<file path="src/hdl/pfq_pkg.sv">
// Package for the priority FIFO queue: depth, widths, entry type and codes.
// Used by priority_fifo_queue; no dependencies.
package pfq_pkg;

  localparam int unsigned DEPTH = 64;
  localparam int unsigned IDX_W = (DEPTH > 1) ? $clog2(DEPTH) : 1;
  localparam int unsigned CNT_W = $clog2(DEPTH + 1);

  localparam int unsigned ID_W   = 6;
  localparam int unsigned PRI_W  = 8;
  localparam int unsigned FILL_W = 7;

  localparam logic OP_ENQ = 1'b0;
  localparam logic OP_DEQ = 1'b1;

  typedef enum logic [1:0] {
    ST_OK    = 2'd0,
    ST_EMPTY = 2'd1,
    ST_FULL  = 2'd2
  } status_e;

  typedef struct packed {
    logic [PRI_W-1:0] pri;
    logic [ID_W-1:0]  id;
  } entry_t;

  localparam int unsigned ENTRY_W = $bits(entry_t);

  typedef enum logic [5:0] {
    S_IDLE      = 6'b000001,
    S_ENQ_SCAN  = 6'b000010,
    S_ENQ_INS   = 6'b000100,
    S_DEQ_HEAD  = 6'b001000,
    S_DEQ_SHIFT = 6'b010000,
    S_FIN       = 6'b100000
  } state_e;

endpackage

</file>
<file path="src/hdl/priority_fifo_queue.sv">
// Top level of the priority FIFO queue: sequencer around one entry RAM.
// Depends on pfq_pkg and pfq_ram.
//
// Usage:
//   Input channel (in_valid_i / in_stall_o) carries one item: operation_i
//   selects enqueue (proc_id_i, priority_req_i) or dequeue of the head.
//   Output channel (out_valid_o / out_stall_i) returns one result item per
//   input item: status_o, out_id_o, out_priority_o and fill_count_o.
//   Entries are kept sorted in RAM slots, slot 0 the head. Higher priority
//   leaves first; equal priorities leave in arrival order.
// Timing:
//   Enqueue walks from the tail toward the head, one RAM read and one move
//   per cycle, until it meets an entry of equal or higher priority or has
//   moved the head; into an empty queue the entry goes straight to slot 0.
//   Dequeue reads the head and then moves every remaining entry down one
//   slot. Empty and full cases go straight to the result.
//   The single RAM read port sets the pace; in_stall_o is high while busy.
// Reset: queue empty, no result pending. RAM contents are not cleared.
// Stall: a finished result waits in the output register; the next item is
//   accepted meanwhile and its result is held until the output frees up.
module priority_fifo_queue (
  input  logic                        clk_i,
  input  logic                        rst_ni,
  input  logic                        in_valid_i,
  output logic                        in_stall_o,
  input  logic                        operation_i,
  input  logic [pfq_pkg::ID_W-1:0]    proc_id_i,
  input  logic [pfq_pkg::PRI_W-1:0]   priority_req_i,
  output logic                        out_valid_o,
  input  logic                        out_stall_i,
  output logic [1:0]                  status_o,
  output logic [pfq_pkg::ID_W-1:0]    out_id_o,
  output logic [pfq_pkg::PRI_W-1:0]   out_priority_o,
  output logic [pfq_pkg::FILL_W-1:0]  fill_count_o
);

  // Sequencer state and working registers.
  pfq_pkg::state_e state_q, state_d;
  logic [pfq_pkg::CNT_W-1:0] count_q, count_d;
  logic [pfq_pkg::IDX_W-1:0] ptr_q, ptr_d;

  // Latched input item.
  logic                      op_q;
  pfq_pkg::entry_t           new_q;

  // Pending result, waiting for the output register.
  pfq_pkg::status_e          res_st_q, res_st_d;
  pfq_pkg::entry_t           res_q, res_d;

  // Output register.
  logic                      out_valid_q;
  logic [1:0]                out_st_q;
  pfq_pkg::entry_t           out_q;
  logic [pfq_pkg::FILL_W-1:0] out_fill_q;

  // RAM port signals.
  logic                          we;
  logic [pfq_pkg::IDX_W-1:0]     waddr;
  pfq_pkg::entry_t               wdata;
  logic [pfq_pkg::IDX_W-1:0]     raddr;
  logic [pfq_pkg::ENTRY_W-1:0]   rdata_raw;
  pfq_pkg::entry_t               rdata;

  logic accept;
  logic out_free;
  logic ptr_is_last;

  assign accept      = in_valid_i && (state_q == pfq_pkg::S_IDLE);
  assign in_stall_o  = (state_q != pfq_pkg::S_IDLE);
  assign out_free    = !out_valid_q || !out_stall_i;
  assign rdata       = pfq_pkg::entry_t'(rdata_raw);
  assign ptr_is_last = ((pfq_pkg::CNT_W'(ptr_q) + pfq_pkg::CNT_W'(1)) == count_q);

  pfq_ram #(
    .WIDTH (pfq_pkg::ENTRY_W),
    .DEPTH (pfq_pkg::DEPTH)
  ) u_ram (
    .clk_i   (clk_i),
    .we_i    (we),
    .waddr_i (waddr),
    .wdata_i (pfq_pkg::ENTRY_W'(wdata)),
    .raddr_i (raddr),
    .rdata_o (rdata_raw)
  );

  always_comb begin
    state_d  = state_q;
    count_d  = count_q;
    ptr_d    = ptr_q;
    res_st_d = res_st_q;
    res_d    = res_q;
    we       = 1'b0;
    waddr    = '0;
    wdata    = new_q;
    raddr    = '0;

    case (state_q)
      pfq_pkg::S_IDLE: begin
        if (accept) begin
          res_st_d = pfq_pkg::ST_OK;
          res_d    = '0;
          if (operation_i == pfq_pkg::OP_DEQ) begin
            // Read the head; an empty queue answers at once.
            raddr = '0;
            if (count_q == '0) begin
              res_st_d = pfq_pkg::ST_EMPTY;
              state_d  = pfq_pkg::S_FIN;
            end else begin
              state_d = pfq_pkg::S_DEQ_HEAD;
            end
          end else if (count_q == pfq_pkg::CNT_W'(pfq_pkg::DEPTH)) begin
            // Drop the entry.
            res_st_d = pfq_pkg::ST_FULL;
            state_d  = pfq_pkg::S_FIN;
          end else if (count_q == '0) begin
            we        = 1'b1;
            waddr     = '0;
            wdata.id  = proc_id_i;
            wdata.pri = priority_req_i;
            count_d   = count_q + pfq_pkg::CNT_W'(1);
            state_d   = pfq_pkg::S_FIN;
          end else begin
            // Start the walk at the tail.
            raddr   = pfq_pkg::IDX_W'(count_q - pfq_pkg::CNT_W'(1));
            ptr_d   = raddr;
            state_d = pfq_pkg::S_ENQ_SCAN;
          end
        end
      end

      pfq_pkg::S_ENQ_SCAN: begin
        // rdata holds slot ptr_q; fetch the next one toward the head.
        raddr = ptr_q - pfq_pkg::IDX_W'(1);
        we    = 1'b1;
        waddr = ptr_q + pfq_pkg::IDX_W'(1);
        if (rdata.pri < new_q.pri) begin
          wdata = rdata;
          if (ptr_q == '0) begin
            state_d = pfq_pkg::S_ENQ_INS;
          end else begin
            ptr_d = ptr_q - pfq_pkg::IDX_W'(1);
          end
        end else begin
          wdata   = new_q;
          count_d = count_q + pfq_pkg::CNT_W'(1);
          state_d = pfq_pkg::S_FIN;
        end
      end

      pfq_pkg::S_ENQ_INS: begin
        // Every held entry moved up: the new one becomes the head.
        we      = 1'b1;
        waddr   = '0;
        wdata   = new_q;
        count_d = count_q + pfq_pkg::CNT_W'(1);
        state_d = pfq_pkg::S_FIN;
      end

      pfq_pkg::S_DEQ_HEAD: begin
        res_d = rdata;
        raddr = pfq_pkg::IDX_W'(1);
        if (count_q == pfq_pkg::CNT_W'(1)) begin
          count_d = '0;
          state_d = pfq_pkg::S_FIN;
        end else begin
          ptr_d   = pfq_pkg::IDX_W'(1);
          state_d = pfq_pkg::S_DEQ_SHIFT;
        end
      end

      pfq_pkg::S_DEQ_SHIFT: begin
        // Move slot ptr_q down by one and fetch the next.
        raddr = ptr_q + pfq_pkg::IDX_W'(1);
        we    = 1'b1;
        waddr = ptr_q - pfq_pkg::IDX_W'(1);
        wdata = rdata;
        if (ptr_is_last) begin
          count_d = count_q - pfq_pkg::CNT_W'(1);
          state_d = pfq_pkg::S_FIN;
        end else begin
          ptr_d = ptr_q + pfq_pkg::IDX_W'(1);
        end
      end

      pfq_pkg::S_FIN: begin
        if (out_free) begin
          state_d = pfq_pkg::S_IDLE;
        end
      end

      default: begin
        state_d = pfq_pkg::S_IDLE;
      end
    endcase
  end

  always_ff @(posedge clk_i or negedge rst_ni) begin
    if (!rst_ni) begin
      state_q     <= pfq_pkg::S_IDLE;
      count_q     <= '0;
      out_valid_q <= 1'b0;
    end else begin
      state_q <= state_d;
      count_q <= count_d;
      if ((state_q == pfq_pkg::S_FIN) && out_free) begin
        out_valid_q <= 1'b1;
      end else if (!out_stall_i) begin
        out_valid_q <= 1'b0;
      end
    end
  end

  always_ff @(posedge clk_i) begin
    ptr_q    <= ptr_d;
    res_st_q <= res_st_d;
    res_q    <= res_d;
    if (accept) begin
      op_q      <= operation_i;
      new_q.id  <= proc_id_i;
      new_q.pri <= priority_req_i;
    end
    if ((state_q == pfq_pkg::S_FIN) && out_free) begin
      out_st_q   <= res_st_q;
      out_q      <= res_q;
      out_fill_q <= pfq_pkg::FILL_W'(count_q);
    end
  end

  assign out_valid_o    = out_valid_q;
  assign status_o       = out_st_q;
  assign out_id_o       = out_q.id;
  assign out_priority_o = out_q.pri;
  assign fill_count_o   = out_fill_q;

  // Held entries never exceed the depth.
  a_count_bound: assert property (@(posedge clk_i) disable iff (!rst_ni)
    count_q <= pfq_pkg::CNT_W'(pfq_pkg::DEPTH))
    else $error("entry count above depth");

  // The tail walk only runs for an enqueue, on a queue that is neither empty nor full.
  a_scan_count: assert property (@(posedge clk_i) disable iff (!rst_ni)
    (state_q == pfq_pkg::S_ENQ_SCAN) |->
      (count_q != '0) && (count_q != pfq_pkg::CNT_W'(pfq_pkg::DEPTH)) &&
      (op_q == pfq_pkg::OP_ENQ))
    else $error("enqueue walk on empty or full queue");

  // The shift pass only runs for a dequeue and never moves the head slot.
  a_shift_ptr: assert property (@(posedge clk_i) disable iff (!rst_ni)
    (state_q == pfq_pkg::S_DEQ_SHIFT) |-> (ptr_q != '0) && (op_q == pfq_pkg::OP_DEQ))
    else $error("dequeue shift at head slot");

  // A new result only appears when the sequencer finishes an item.
  a_out_source: assert property (@(posedge clk_i) disable iff (!rst_ni)
    $rose(out_valid_q) |-> $past(state_q == pfq_pkg::S_FIN))
    else $error("result without finished item");

endmodule

</file>
<file path="src/hdl/pfq_ram.sv">
// Generic single-write, single-read RAM with registered read data.
// No dependencies.
module pfq_ram #(
  parameter int unsigned WIDTH = 8,
  parameter int unsigned DEPTH = 64
) (
  input  logic                     clk_i,
  input  logic                     we_i,
  input  logic [$clog2(DEPTH)-1:0] waddr_i,
  input  logic [WIDTH-1:0]         wdata_i,
  input  logic [$clog2(DEPTH)-1:0] raddr_i,
  output logic [WIDTH-1:0]         rdata_o
);

  logic [WIDTH-1:0] mem [DEPTH];

  always_ff @(posedge clk_i) begin
    if (we_i) begin
      mem[waddr_i] <= wdata_i;
    end
    rdata_o <= mem[raddr_i];
  end

endmodule
</file>
<file path="config.mk">
export PLATFORM = sky130hd
export DESIGN_NAME = priority_fifo_queue
export DESIGN_NICKNAME = d
export VERILOG_FILES = /design/src/hdl/pfq_pkg.sv /design/src/hdl/priority_fifo_queue.sv /design/src/hdl/pfq_ram.sv
export SDC_FILE = /design/constraint.sdc
export NUM_CORES = 1
export LEC_CHECK = 0
export ABC_AREA = 1
export ABC_CLOCK_PERIOD_IN_PS = 6200
export BUFFER_PORTS_ARGS = -buffer_cell sky130_fd_sc_hd__buf_2
export CAP_MARGIN = 30
export CORE_UTILIZATION = 30
export DETAILED_ROUTE_END_ITERATION = 8
export PLACE_DENSITY = 0.52
export SLEW_MARGIN = 5
export SYNTH_ARGS = -nofsm -noshare
export SYNTH_HDL_FRONTEND = slang
export SYNTH_HIERARCHICAL = 1
export SYNTH_SLANG_ARGS = --single-unit
</file>
<file path="constraint.sdc">
create_clock -name clk_i -period 6.2 [get_ports clk_i]
set_input_delay 1.86 -clock clk_i [delete_from_list [all_inputs] [get_ports clk_i]]
set_output_delay 1.86 -clock clk_i [all_outputs]
set_load 0.02 [all_outputs]
</file>
==> results of run 1 <==
[cells by family (layout without fill, tap and decap cells)]
| group | count (synthesis) | in the layout | share of synthesized area |
|---|---|---|---|
| buf+inv | 287 | 435 | 0.0407 |
| flops | 983 | 983 | 0.712 |
| xor+xnor | 10 | 10 | 0.00213 |
| compound gates | 41 | 41 | 0.00566 |
| simple gates | 2224 | 2224 | 0.235 |
| fa+ha+maj | 14 | 14 | 0.00426 |
[metrics by stage]
step	total power (W)	instances	setup slack (ps)	hold WS (ps)	instance area [sq um]
after floorplan	0.0162	3559	1570	400	41100
after global routing	0.0273	5488	1470	422	46900
after global placement	0.0199	5292	973	404	43500
after CTS	0.0259	5483	1840	411	46800
after detailed placement	0.0199	5296	1110	405	43600
final	0.0258	5488	1640	409	46900
[how the worst max path moves through the flow]
stage                                  to  depth (start not counted)
3_5_place_dp     u_ram/rdata_o[9]$_DFF_P_                         17
6_report         u_ram/rdata_o[9]$_DFF_P_                         17
4_1_cts          u_ram/rdata_o[9]$_DFF_P_                         17
3_3_place_gp     u_ram/rdata_o[9]$_DFF_P_                         11
5_1_grt          u_ram/rdata_o[9]$_DFF_P_                         17
2_1_floorplan  u_ram/mem[48][0]$_DFFE_PP_                          7
[sequential cells by signal, summed over array words and instances, names as in the netlist, 6 cells and up]
name and cells:
new_q 14, count_q 7, out_priority_o 8, res_q 14
state_q 6, u_ram/rdata_o 14, fill_count_o 7, ptr_q 6
out_id_o 6, u_ram/mem 896
[power groups by stage]
stage	Clock (W)	Combinational [W]	Sequential (W)
floorplan	0	0.00722	0.00895
global placement	0	0.0108	0.00903
detailed placement	0	0.0109	0.00901
CTS	0.00605	0.0109	0.00887
global route	0.00632	0.0121	0.00889
finish	0.00594	0.0110	0.00886
[worst max-delay path, cell delays in order]
cell,delay [ps]
sky130_fd_sc_hd__buf_2,80
sky130_fd_sc_hd__inv_1,110
sky130_fd_sc_hd__nor2_8,310
sky130_fd_sc_hd__inv_2,70
sky130_fd_sc_hd__nor2_1,130
sky130_fd_sc_hd__inv_2,140
sky130_fd_sc_hd__o21ai_4,440
sky130_fd_sc_hd__buf_12,440
sky130_fd_sc_hd__buf_4,370
sky130_fd_sc_hd__nand2_1,80
sky130_fd_sc_hd__nand3_1,100
sky130_fd_sc_hd__nand3_1,90
sky130_fd_sc_hd__nand2_1,180
sky130_fd_sc_hd__nand2_1,90
sky130_fd_sc_hd__nand3_1,110
sky130_fd_sc_hd__nand3_1,210
sky130_fd_sc_hd__nand2_1,140
[cell type report]
| class | count | area [sq um] | area share |
|---|---|---|---|
| clock buffers | 131 | 2700 | 0.0576 |
| clock inverters | 56 | 538 | 0.0115 |
| inverters | 76 | 318 | 0.00678 |
| multi-input cells | 2289 | 10400 | 0.221 |
| flip-flops and latches | 983 | 29300 | 0.625 |
| well taps | 1781 | 2230 | 0.0475 |
| repair buffers | 172 | 1420 | 0.0302 |
[placed cells by master (no fill, tap or decap), types with 6 or more instances in the layout]
cell | netlist | final
sky130_fd_sc_hd__nand2_1 | 1245 | 1245
sky130_fd_sc_hd__clkinv_2 | 1 | 18
sky130_fd_sc_hd__bufinv_16 | 0 | 6
sky130_fd_sc_hd__buf_12 | 0 | 17
sky130_fd_sc_hd__nand3_1 | 806 | 792
sky130_fd_sc_hd__nor2_4 | 7 | 7
sky130_fd_sc_hd__buf_2 | 110 | 43
sky130_fd_sc_hd__clkbuf_16 | 0 | 103
sky130_fd_sc_hd__edfxtp_1 | 955 | 955
sky130_fd_sc_hd__nand4_1 | 34 | 34
sky130_fd_sc_hd__xor2_1 | 8 | 8
sky130_fd_sc_hd__buf_4 | 11 | 111
sky130_fd_sc_hd__dfxtp_1 | 14 | 14
sky130_fd_sc_hd__o22ai_1 | 7 | 7
sky130_fd_sc_hd__inv_2 | 12 | 13
sky130_fd_sc_hd__nor4_2 | 0 | 8
sky130_fd_sc_hd__inv_1 | 59 | 57
sky130_fd_sc_hd__nand3_4 | 2 | 7
sky130_fd_sc_hd__nor2_1 | 93 | 93
sky130_fd_sc_hd__a21oi_1 | 8 | 7
sky130_fd_sc_hd__ha_1 | 14 | 14
sky130_fd_sc_hd__nand2_2 | 8 | 8
sky130_fd_sc_hd__dfrtp_1 | 13 | 13
sky130_fd_sc_hd__clkinv_1 | 1 | 21
sky130_fd_sc_hd__o21ai_0 | 17 | 13
sky130_fd_sc_hd__clkbuf_1 | 28 | 26
sky130_fd_sc_hd__nand3_2 | 6 | 15
[layer usage]
layer  part of all wire  up-vias  wire, um
met5            0.00013        -        15
met3              0.067      166      7660
li1                   -    12595         -
met2               0.46      858     52600
met4              0.032        4      3630
met1               0.44    13180     51200
==> parameters.txt, run 1 <==
Parameter                              Value

Timing
  Worst Clk Skew ... about 42 ps
  Fmax ... 0.219 GHz
  Remaining max-slew budget at the tightest pin ... 0.354
  Final Hold Vio Count ... 0
  Actual transition at the worst max-transition pin ... 968 ps
  Setup repair after global routing missed its margin ... false
  Max-slew violation count ... 0
  Min Tclk post-route ... 4560 ps
  Final number of setup-violating endpoints ... 0
  Setup TNS ... 0 ps
  Period utilisation layout ... 0.735

Layout
  Fraction of layout instances using a drive strength above 1 ... 0.106
  Area growth, synth to finish ... 14.0%
  Layout filler cell count ... around 13000
  Layout Nets ... roughly 3700
  Utilization after layout ... 0.345
  Count of inserted antenna diode cells ... 0

CTS
  Cts bufs inserted ... between 100 and 150
  Worst-skew pair later-pin latency ... approximately 700 ps
  CTS H-tree lvls ... 3
  # Post-CTS Setup Buffers ... 0
  Clock tree root driver cell ... sky130_fd_sc_hd__clkbuf_16
  Number of clock sinks ... slightly below 1000
  CTS Hold Bufs ... 0
  Worst-case clock buffer depth ... 3
  TritonCTS clock tree ... done
  Post-CTS sizing ... 0
  Clock slew seen by the registers of the worst setup and hold paths ... around 60 ps

Global route
  Total global-route track usage ... 0.165
  Wire length of the first global-routing pass ... between 150000 and 200000 um
  Vias in the first global route ... roughly 26000
  M3 GR Usage ... 0.0281
  Overflow left after global routing ... 0
  Global Route met2 Usage ... 0.258
  Number of antenna violations at the first check in global routing ... 5
  Grt met1 use ... 0.229
  Maximum number of pins on one net before global-route repair ... around 150
  Most Used Layer, Global Route ... met2

Setup path
  Reg2reg start ... count_q[0]$_DFFE_PN0P_
  Start point of the critical path ... in_valid_i
  End of the worst register-to-register path ... u_ram/rdata_o[9]$_DFF_P_
  Crit Path Class ... input pin to flip-flop
  Startpoint kind of the worst setup timing path ... input pin
  R2r setup slk ... between 1500 and 2000 ps
  Path depth of the worst reg2reg path ... 19
  Arrival time of the worst setup path ... approximately 5200 ps
  Element type at the critical path end ... flip-flop
  Data required time at the worst endpoint ... 6830 ps
  Maximum fanout along the worst path ... about 130

Power
  Ratio of total power to cell area ... between 500 and 600 nW/um^2
  Reg power frac ... 0.344
  IR drop worst, VDD ... 0.000901 V
  Leakage ... between 15 and 20 nW
  Net switching power of the design ... 0.0110 W
  Internal power ... between 0.01 and 0.015 W
  Combinational cell fraction of total power ... 0.425
  Relative contribution of the clock network to total power ... 0.231
  Proportion of total power due to net switching ... 0.427

Job
  Max-capacitance violation count ... 0

Hold path
  Startpoint of the tightest hold check path ... res_q[1]$_SDFFCE_PN0P_
  Min-delay worst type ... flip-flop to flip-flop
  Worst hold path cell count ... 0
  Worst Hold End ... out_id_o[1]$_DFFE_PP_

Place
  Detailed placer's ending HPWL ... around 65000 um
  GPL Wtd Cong ... between 0.8 and 0.9
  Port bufs ... 43

Detailed routing
  Number of nets with antenna violations after routing ... 0
  Detailed router's first-iteration violation count ... approximately 2600
  Number of iterations in the first detailed-routing pass ... 5
  Via count ... approximately 27000
  Vias/cell ... 4.88
  Total DRC errors in the routed layout ... 0
  Wirelength, routed ... 115000 um
  Routed len/inst ... 21.0 um

Run status
  Status ... complete, no violations

Floorplanning
  Die Span X ... between 300 and 400 um
  Number of rows created at floorplan ... about 140
  Boundary pin count ... between 40 and 50
  Placeable core region ... ~140000 sq um
  Die height ... between 300 and 400 um
  Effective utilization at floorplan ... 0.303
  Area of the die ... about 140000 sq um

Yosys
  Cell with the most instances after synthesis ... sky130_fd_sc_hd__nand2_1
  Netlist area before placement ... slightly above 40000 sq um
  Top cell type's share of synthesized area ... 0.697
  Library cells used by synthesis ... between 40 and 50
  Syn. warnings ... 6
  Post-synthesis area per instance ... between 10 and 15 sq um
  Register bit total from synthesis ... just under 1000
  Ranking of synthesized cells by area ... sky130_fd_sc_hd__edfxtp_1 70%, sky130_fd_sc_hd__nand2_1 11%, sky130_fd_sc_hd__nand3_1 9.8%
  Post-synthesis async set-or-reset flop share ... 0.0142
  Post-synthesis cell count ... around 3600
  Register area share after synthesis ... 0.712
  Post-synthesis cell type with the largest combined area ... sky130_fd_sc_hd__edfxtp_1
  Synthesized Nets ... between 3000 and 4000
  Synth cell count leaders ... 1245 x sky130_fd_sc_hd__nand2_1, 955 x sky130_fd_sc_hd__edfxtp_1, 806 x sky130_fd_sc_hd__nand3_1
  Number of synthesized flops with an enable pin ... about 960
  Most instantiated flip-flop cell in the synthesis netlist ... sky130_fd_sc_hd__edfxtp_1
No activity file was read; power rests on OpenSTA's default activity.
==> run 2: changes to the inputs <==
--- a/config.mk
+++ b/config.mk
@@ -6,7 +6,7 @@
 export NUM_CORES = 1
 export LEC_CHECK = 0
 export ABC_AREA = 1
-export ABC_CLOCK_PERIOD_IN_PS = 6200
+export ABC_CLOCK_PERIOD_IN_PS = 4500
 export BUFFER_PORTS_ARGS = -buffer_cell sky130_fd_sc_hd__buf_2
 export CAP_MARGIN = 30
 export CORE_UTILIZATION = 30
==> constraint.sdc (replaced) <==
create_clock -name clk_i -period 4.5 [get_ports clk_i]
set_input_delay 1.35 -clock clk_i [delete_from_list [all_inputs] [get_ports clk_i]]
set_output_delay 1.35 -clock clk_i [all_outputs]
set_load 0.02 [all_outputs]
==> run 2 against run 1 <==
  * First-iteration DRC count decreased by 0.73%
  * Sequential share of layout area decreased by 1.3 points
  * Final cell count increased by 1.3%
  * Worst setup slack got worse by 990 ps
  * Via count increased by 1.4%
  * Non-clock buffer count increased by 61
  * Wire length increased by 2.4%
  * Combinational power increased by 47%
  * Clock power increased by 48%
  * Total power increased by 44%
  * Sequential power increased by 38%
  * Design area increased by 2.1%
  * Critical path type is now flip-flop to flip-flop
  * Critical endpoint unchanged
  * Highest routed layer is now met4
==> parameters.txt, run 2 (same netlist as run 1, synthesis figures left out) <==
Parameter                              Value

Power
  Reg power frac ... 0.328
  Ratio of total power to cell area ... between 700 and 800 nW/um^2
  Internal power ... about 0.022 W
  Leakage ... ~17 nW
  IR drop worst, VDD ... roughly 0.00070 V
  Proportion of total power due to net switching ... 0.416
  Combinational cell fraction of total power ... 0.435
  Net switching power of the design ... approximately 0.015 W
  Relative contribution of the clock network to total power ... 0.236
  Post-layout power ... 0.0372 W

Setup path
  Reg2reg start ... state_q[0]$_DFFE_PN1P_
  Crit Path Class ... flip-flop to flip-flop
  Arrival time of the worst setup path ... 4480 ps
  Maximum fanout along the worst path ... between 60 and 70
  Element type at the critical path end ... flip-flop
  Data required time at the worst endpoint ... between 5000 and 6000 ps
  Start point of the critical path ... state_q[0]$_DFFE_PN1P_
  Startpoint kind of the worst setup timing path ... flip-flop

Floorplanning
  Die Span X ... around 370 um
  Placeable core region ... approximately 140000 sq um
  Die height ... 372 um
  Number of rows created at floorplan ... approximately 140
  Boundary pin count ... 44
  Area of the die ... roughly 140000 sq um
  Effective utilization at floorplan ... 0.303

CTS
  # Post-CTS Setup Buffers ... 0
  Number of clock sinks ... between 900 and 1000
  CTS Hold Bufs ... 0
  Clock slew seen by the registers of the worst setup and hold paths ... ~60 ps
  Post-CTS sizing ... 0
  Clock tree root driver cell ... sky130_fd_sc_hd__clkbuf_16
  Worst-skew pair later-pin latency ... ~690 ps
  TritonCTS clock tree ... done
  Worst-case clock buffer depth ... 3
  Cts bufs inserted ... 104
  CTS H-tree lvls ... 3

Place
  Worst-case setup slack after placement ... between 50 and 60 ps
  GPL Wtd Cong ... between 0.8 and 0.9
  Port bufs ... 43
  Placed cell area ... roughly 44000 sq um
  Detailed placer's ending HPWL ... roughly 70000 um

Detailed routing
  Vias/cell ... roughly 4.9
  Total DRC errors in the routed layout ... 0
  Detailed router's first-iteration violation count ... 2580
  Routed len/inst ... around 21 um
  Wirelength, routed ... between 100000 and 150000 um
  Via count ... around 27000
  Number of iterations in the first detailed-routing pass ... 6
  Number of nets with antenna violations after routing ... 0

Global route
  Overflow left after global routing ... 0
  Maximum number of pins on one net before global-route repair ... 96
  Vias in the first global route ... ~26000
  M3 GR Usage ... 0.0264
  Grt met1 use ... 0.242
  Number of antenna violations at the first check in global routing ... 4
  Wire length of the first global-routing pass ... about 170000 um
  Most Used Layer, Global Route ... met2
  Global Route met2 Usage ... 0.264
  Total global-route track usage ... 0.169

Layout
  Register with the most flip-flops ... u_ram/mem
  Layout Nets ... around 3700
  Leading cell type in the layout, fill and taps excluded ... sky130_fd_sc_hd__nand2_1
  Fraction of layout instances using a drive strength above 1 ... 0.125
  Highest-count cells in the layout ignoring fill and taps ... 1245 x sky130_fd_sc_hd__nand2_1, 955 x sky130_fd_sc_hd__edfxtp_1, 792 x sky130_fd_sc_hd__nand3_1
  Area growth, synth to finish ... 16.3%
  Post-route cell area ... 47900 sq um
  Max reg flops ... approximately 900

Timing
  Final Hold Vio Count ... 0
  Min Tclk post-route ... between 3000 and 4000 ps
  Final number of setup-violating endpoints ... 0
  Worst Clk Skew ... approximately 38 ps
  Final setup margin ... 648 ps
  Period utilisation layout ... 0.856
  Fmax ... about 0.26 GHz
  Remaining max-slew budget at the tightest pin ... 0.366
  Actual transition at the worst max-transition pin ... about 950 ps
  Hold Slack ... ~420 ps
  Setup repair after global routing missed its margin ... false
  Setup TNS ... 0 ps
  Max-slew violation count ... 0

Job
  Max-capacitance violation count ... 0

Run status
  Status ... complete, no violations

Hold path
  Min-delay worst type ... flip-flop to flip-flop
  Startpoint of the tightest hold check path ... res_q[9]$_SDFFCE_PN0P_
## run 2: cell count changes in the layout (fill, tap and decap cells not counted), sizes merged
| cell | change |
|---|---|
| buf | +61 |
| bufinv | +8 |
| clkbuf | -6 |
| clkinv | -3 |
| clkinvlp | +6 |
| diode | +4 |
| inv | +2 |
## run 2: area by class of cell
class / instances / area [sq um]
well taps: 1781 / 2230
flip-flops and latches: 983 / 29300
fillers: 13287 / 87900
repair buffers: 233 / 2140
multi-input cells: 2289 / 10400
clock inverters: 69 / 771
diodes: 4 / 10.0
inverters: 76 / 318
clock buffers: 125 / 2720
## run 2: layer usage
metal	vias to the layer above	share of wire	routed length, um
met3	153	0.066	7800
li1	12735	-	-
met1	13406	0.45	53200
met5	-	0	0
met2	892	0.46	54200
met4	0	0.023	2740
## run 2: power by group through the flow
stage                     Combinational, W  Sequential (W)  Clock (W)
final                               0.0162          0.0122    0.00879
after global routing                0.0177          0.0122    0.00930
after CTS                           0.0163          0.0122    0.00898
after global placement              0.0161          0.0124          0
after detailed placement            0.0162          0.0124          0
after floorplan                    0.00995          0.0123          0
## run 2: worst paths after layout
kind                                                    end  slack, ps  depth (start not counted)
worst max-delay path               u_ram/rdata_o[9]$_DFF_P_        650                         19
worst min-delay path            out_priority_o[3]$_DFFE_PP_        420                          0
worst max register to register     u_ram/rdata_o[9]$_DFF_P_        650                         19
worst min register to register  out_priority_o[3]$_DFFE_PP_        420                          0
max in group asynchronous            state_q[0]$_DFFE_PN1P_       3660                          1
min in group asynchronous            state_q[3]$_DFFE_PN0P_        560                          1
## run 2: per-stage QoR
step                      instances   util
after floorplan                3559      -
after global placement         5358  0.326
after detailed placement       5359  0.326
after CTS                      5553  0.352
after global routing           5558  0.352
final                          5560  0.353
## run 2: critical path, cell delays in order (launching register included)
cell and delay, ps:
sky130_fd_sc_hd__dfstp_2 560, sky130_fd_sc_hd__nor2_4 60, sky130_fd_sc_hd__nand3_2 220, sky130_fd_sc_hd__nand2_1 100, sky130_fd_sc_hd__inv_2 70, sky130_fd_sc_hd__nor2_1 40
sky130_fd_sc_hd__buf_4 200, sky130_fd_sc_hd__nor2_1 210, sky130_fd_sc_hd__o21ai_4 110, sky130_fd_sc_hd__buf_12 150, sky130_fd_sc_hd__inv_16 200, sky130_fd_sc_hd__buf_4 690
sky130_fd_sc_hd__nand2_1 100, sky130_fd_sc_hd__nand3_1 100, sky130_fd_sc_hd__nand3_1 100, sky130_fd_sc_hd__nand2_1 140, sky130_fd_sc_hd__nand2_1 130, sky130_fd_sc_hd__nand3_1 230
sky130_fd_sc_hd__nand3_1 220, sky130_fd_sc_hd__nand2_1 100
